[config.mk]
export PLATFORM = sky130hd
export DESIGN_NAME = gsc_merge
export DESIGN_NICKNAME = d
export VERILOG_FILES = /design/src/design/gsc_pkg.sv /design/src/design/gsc_merge.sv
export SDC_FILE = /design/constraint.sdc
export NUM_CORES = 1
export LEC_CHECK = 0
export ABC_AREA = 1
export BUFFER_PORTS_ARGS = -buffer_cell sky130_fd_sc_hd__buf_2
export CAP_MARGIN = 20
export CORE_AREA = 3 3 205 207
export DETAILED_ROUTE_END_ITERATION = 7
export DIE_AREA = 0 0 208 210
export SLEW_MARGIN = 25
export SYNTH_ARGS = -nofsm -noshare
export SYNTH_HDL_FRONTEND = slang
export SYNTH_SLANG_ARGS = --single-unit
export TNS_END_PERCENT = 100
[constraint.sdc]
create_clock -name vclk -period 2.1
set_input_delay 0 -clock vclk [all_inputs]
set_output_delay 0 -clock vclk [all_outputs]
set_load 0.02 [all_outputs]
[src/design/gsc_pkg.sv]
`timescale 1ns / 1ps
`default_nettype none
// ----------------------------------------------------------------------------
// gsc_pkg
// Shared types and constants of the gamepad stick conditioner.
// ----------------------------------------------------------------------------
package gsc_pkg;

   localparam int PAD_SLOTS    = 4;
   localparam int NUM_BUTTONS  = 14;
   localparam int CHARGE_WIDTH = 24;
   localparam int PAD_BITS     = 2;
   localparam int FULL_SCALE   = 32767;

   localparam logic [1:0] BTN_NONE     = 2'd0;
   localparam logic [1:0] BTN_DOWN     = 2'd1;
   localparam logic [1:0] BTN_HELD     = 2'd2;
   localparam logic [1:0] BTN_RELEASED = 2'd3;

   localparam logic [1:0] CHG_IDLE     = 2'd0;
   localparam logic [1:0] CHG_CHARGING = 2'd1;
   localparam logic [1:0] CHG_RELEASED = 2'd2;

   localparam logic [1:0] REG_LEFT_DZ   = 2'd0;
   localparam logic [1:0] REG_RIGHT_DZ  = 2'd1;
   localparam logic [1:0] REG_TRIG_THR  = 2'd2;
   localparam logic [1:0] REG_CHARGE_TH = 2'd3;

   typedef enum logic [3:0] {
      L_IDLE, L_SQX, L_SQY, L_CHK, L_ROOT, L_SCALE, L_NUM, L_DIV, L_OSQX, L_OSQY
   } lane_state_type;

   typedef enum logic [1:0] {
      T_IDLE, T_RUN, T_MERGE
   } top_state_type;

   typedef struct packed {
      logic               idle;
      logic signed [15:0] out_x;
      logic signed [15:0] out_y;
      logic [30:0]        mag2;
   } lane_result_type;

   typedef struct packed {
      logic [2*NUM_BUTTONS-1:0]  button_states;
      logic signed [15:0]        left_x_out;
      logic signed [15:0]        left_y_out;
      logic signed [15:0]        right_x_out;
      logic signed [15:0]        right_y_out;
      logic [7:0]                left_trigger_out;
      logic [7:0]                right_trigger_out;
      logic [CHARGE_WIDTH-1:0]   left_charge_ticks;
      logic [CHARGE_WIDTH-1:0]   right_charge_ticks;
      logic [1:0]                left_charge_status;
      logic [1:0]                right_charge_status;
   } result_type;

endpackage
`default_nettype wire

[src/design/gsc_merge.sv]
`timescale 1ns / 1ps
`default_nettype none
// ----------------------------------------------------------------------------
// gsc_merge
// Combine both lanes with button edges, trigger gating and charge timers.
// ----------------------------------------------------------------------------
module gsc_merge (
   input  wire logic                                connected,
   input  wire logic [gsc_pkg::NUM_BUTTONS-1:0]     button_bits,
   input  wire logic [7:0]                          left_trigger_raw,
   input  wire logic [7:0]                          right_trigger_raw,
   input  wire logic [15:0]                         frame_ticks,
   input  wire logic [7:0]                          trigger_threshold,
   input  wire logic [29:0]                         charge_thr_sq,
   input  wire logic [2*gsc_pkg::NUM_BUTTONS-1:0]   prev_buttons,
   input  wire logic [gsc_pkg::CHARGE_WIDTH-1:0]    prev_time [2],
   input  wire logic                                prev_flag [2],
   input  wire gsc_pkg::lane_result_type            lane [2],
   output gsc_pkg::result_type                      result,
   output logic [2*gsc_pkg::NUM_BUTTONS-1:0]        next_buttons,
   output logic [gsc_pkg::CHARGE_WIDTH-1:0]         next_time [2],
   output logic                                     next_flag [2]
);

   localparam logic [gsc_pkg::CHARGE_WIDTH:0] LIMIT = {1'b0, {gsc_pkg::CHARGE_WIDTH{1'b1}}};

   logic [1:0] status [2];
   logic [gsc_pkg::CHARGE_WIDTH:0] sum [2];

   always_comb begin
      for (int i = 0; i < gsc_pkg::NUM_BUTTONS; i++) begin
         logic was;
         was = (prev_buttons[2*i +: 2] == gsc_pkg::BTN_DOWN) ||
               (prev_buttons[2*i +: 2] == gsc_pkg::BTN_HELD);
         if (button_bits[i]) begin
            next_buttons[2*i +: 2] = was ? gsc_pkg::BTN_HELD : gsc_pkg::BTN_DOWN;
         end else begin
            next_buttons[2*i +: 2] = was ? gsc_pkg::BTN_RELEASED : gsc_pkg::BTN_NONE;
         end
      end
   end

   always_comb begin
      for (int s = 0; s < 2; s++) begin
         sum[s] = {1'b0, prev_time[s]} + (gsc_pkg::CHARGE_WIDTH + 1)'(frame_ticks);
         if (lane[s].mag2 > 31'(charge_thr_sq)) begin
            next_time[s] = (sum[s] > LIMIT) ? LIMIT[gsc_pkg::CHARGE_WIDTH-1:0]
                                            : sum[s][gsc_pkg::CHARGE_WIDTH-1:0];
            next_flag[s] = 1'b1;
            status[s]    = gsc_pkg::CHG_CHARGING;
         end else if (prev_flag[s]) begin
            next_time[s] = prev_time[s];
            next_flag[s] = 1'b0;
            status[s]    = gsc_pkg::CHG_RELEASED;
         end else begin
            next_time[s] = '0;
            next_flag[s] = 1'b0;
            status[s]    = gsc_pkg::CHG_IDLE;
         end
      end
   end

   always_comb begin
      result = '0;
      if (connected) begin
         result.button_states       = next_buttons;
         result.left_x_out          = lane[0].out_x;
         result.left_y_out          = lane[0].out_y;
         result.right_x_out         = lane[1].out_x;
         result.right_y_out         = lane[1].out_y;
         result.left_trigger_out    = (left_trigger_raw < trigger_threshold) ? 8'd0
                                                                             : left_trigger_raw;
         result.right_trigger_out   = (right_trigger_raw < trigger_threshold) ? 8'd0
                                                                              : right_trigger_raw;
         result.left_charge_ticks   = next_time[0];
         result.right_charge_ticks  = next_time[1];
         result.left_charge_status  = status[0];
         result.right_charge_status = status[1];
      end else begin
         result.button_states      = prev_buttons;
         result.left_charge_ticks  = prev_time[0];
         result.right_charge_ticks = prev_time[1];
      end
   end

endmodule
`default_nettype wire

==> results by group <==
Global route
  • Initial antenna violation count: 9
  • Largest net degree at the start of global routing: 91
  • Total grt overflow: 0
  • First-pass GRT wire length: 58300 um
  • Global Route Usage Sum: 16.6%
  • Vias in the first global route: 10600

Timing
  • Minimum clock period: 1.95 ns
  • Setup repair after global routing missed its margin: yes
  • Fin. Hold Viols: 0
  • Slew Viols, Final: 0
  • Fin worst setup slack: 0.153 ns
  • Slew at the pin with the worst max-slew slack: 0.700 ns
  • Final setup vio count: 0
  • Max Freq: 514 MHz
  • Tcrit/Tclk final: 92.7%
  • Slew margin rel.: 53.3%

Worst setup path
  • CP Capture Type: output port
  • CP max FO: 25
  • CP startpoint: charge_thr_sq[22]
  • CP startpoint kind: primary input
  • Worst Path Arrival: 1.95 ns
  • Req. time, crit path: 2.10 ns
  • Crit Path Class: primary input to output port

Yosys
  • Cell variety after synth: 37
  • Avg Cell Area, Syn: 4.88 um^2
  • Synth area leaders: nand2_1 (36%), ha_1 (17%), inv_1 (14%), nand3_1 (7.7%), nor2_1 (4.2%)
  • Syn_nets: 2014
  • Synth Cell Area: 7880 um^2
  • Syn Inst Count: 1615
  • Synth warn: 0
  • Synth area leader: nand2_1
  • Yosys top cell area share: 36.0%
  • Post-synthesis sequential area ratio: 0%

Layout
  • Register Area: 0 um^2
  • Commonest non-fill, non-tap cell in the layout: nand2_1
  • Clock buffer count in the final layout: 0
  • Layout Nets: 2599
  • FFs & Latches: 0
  • Core Util, Final: 29.8%
  • Final instance area: 12100 um^2
  • Multi-input logic area: 6760 um^2
  • Area delta synth->final: 53.4%
  • Most frequent cells in the layout: nand2_1 (735), buf_2 (512), inv_1 (294)
  • Share of cells above drive strength 1: 34.3%
  • Fillcell total: 4696

Routing
  • DRC viols: 0
  • Wire per inst: 14.6 um
  • Initial detailed-routing violation count: 471
  • Routed via count: 11400
  • Routed vias/inst: 4.16
  • Pre-antenna DRT Iters: 5
  • Routed Antenna Nets: 0
  • Drt total wl: 39900 um

Floorplanning
  • Chip width: 208 um
  • I/O pins: 529
  • Core ar.: 40600 um^2
  • Row count: 74
  • Die area: 43700 um^2
  • Starting density of the core: 19.4%
  • Die H: 210 um

Power
  • LEAKAGE: 8.23 nW
  • Peak VDD IR: 0.138 mV
  • PwrDens: 316 nW/um^2

Worst hold path
  • Min-Delay Path Class: primary input to output port
  • Min-delay src: lane[98]

Run status
  • Status: complete, no violations

Place
  • Post-DP Area: 11700 um^2
  • Place WS: -0.0727 ns
  • DPL Wire Length: 34600 um
  • Gpl congestion: 0.922
  • # port buffers: 527

Clock tree
  • Hold buffers post-CTS: 0

Run
  • Max-cap violations: 0
[where the power goes]
| group | internal [mW] | total, mW | switching, mW |
|---|---|---|---|
| sequential | 0 | 0 | 0 |
| combinational | 1.41 | 3.82 | 2.41 |
| clock | 0.000000128 | 0.000000128 | 0 |
| total | 1.41 | 3.82 | 2.41 |
[repair_timing]
| action | CTS | global route |
|---|---|---|
| setup buffers | 0 | 0 |
| pin swaps | 1 | 16 |
| resized for setup | 8 | 84 |
| setup endpoints to repair | 39 | 72 |
| cloned | 0 | 3 |
[critical path, stage by stage]
cell and delay, ns:
buf_2 0.07, inv_1 0.05, ha_1 0.29, nand2_1 0.06, inv_2 0.07, nand3_2 0.08
buf_4 0.15, nor3_2 0.18, nand2_2 0.11, a21oi_4 0.15, buf_12 0.19, nand2_1 0.08
nand2_2 0.10, nand2_1 0.08, nand2_1 0.09, buf_2 0.16
[synthesized netlist by cell type, types with 3 or more instances]
| library cell | count |
|---|---|
| a21oi_1 | 43 |
| buf_1 | 3 |
| buf_2 | 6 |
| buf_6 | 10 |
| clkbuf_1 | 22 |
| ha_1 | 106 |
| inv_1 | 295 |
| inv_2 | 13 |
| nand2_1 | 756 |
| nand2_2 | 36 |
| nand2_4 | 3 |
| nand3_1 | 122 |
| nand3_2 | 11 |
| nand3b_1 | 3 |
| nand4_1 | 14 |
| nor2_1 | 89 |
| nor2_2 | 3 |
| nor3_1 | 6 |
| nor3_2 | 4 |
| o21ai_0 | 5 |
| xnor2_1 | 13 |
| xor2_1 | 31 |
[stage by stage]
| step | setup TNS [ns] | hold slack [ns] | power [mW] | std cells |
|---|---|---|---|---|
| after floorplan | 0 | 0.119 | 2.17 | 1615 |
| after global placement | -0.143 | 0.295 | 3.72 | 2727 |
| after detailed placement | -0.757 | 0.295 | 3.72 | 2727 |
| after CTS | 0 | 0.295 | 3.75 | 2727 |
| after global routing | -0.0982 | 0.314 | 4.23 | 2732 |
| final | 0 | 0.295 | 3.82 | 2732 |
[metal layers]
metal  global-route usage, %  wire, um  vias to the layer above
li1                        -         -                     6040
met1                    21.9     17800                     4904
met2                    29.2     18800                      356
met3                    2.25      2290                       44
met4                    2.93       922                       10
met5                       0        47                        -
[cell type report]
| cell class | count | share of cell area (%) |
|---|---|---|
| well taps | 532 | 5.51 |
| multi-input cells | 1266 | 55.9 |
| repair inverters | 1 | 0.0517 |
| inverters | 309 | 9.76 |
| repair buffers | 622 | 28.7 |
| diodes | 2 | 0.0414 |
[final timing paths]
| check | end | slack, ns | depth (start not counted) |
|---|---|---|---|
| worst min-delay path | result[103] | 0.29 | 4 |
| worst max-delay path | result[40] | 0.15 | 16 |
[logic make-up after synthesis]
group | Yosys count | synth area share [%]
xor gates and xnor gates | 44 | 4.89
and+or+nand+nor | 1052 | 55.6
AOI/OAI and AO/OA | 60 | 4.27
adders and majority gates | 108 | 17.3
buffers and inverters | 351 | 17.9
Power figures use the tool's default switching activity.
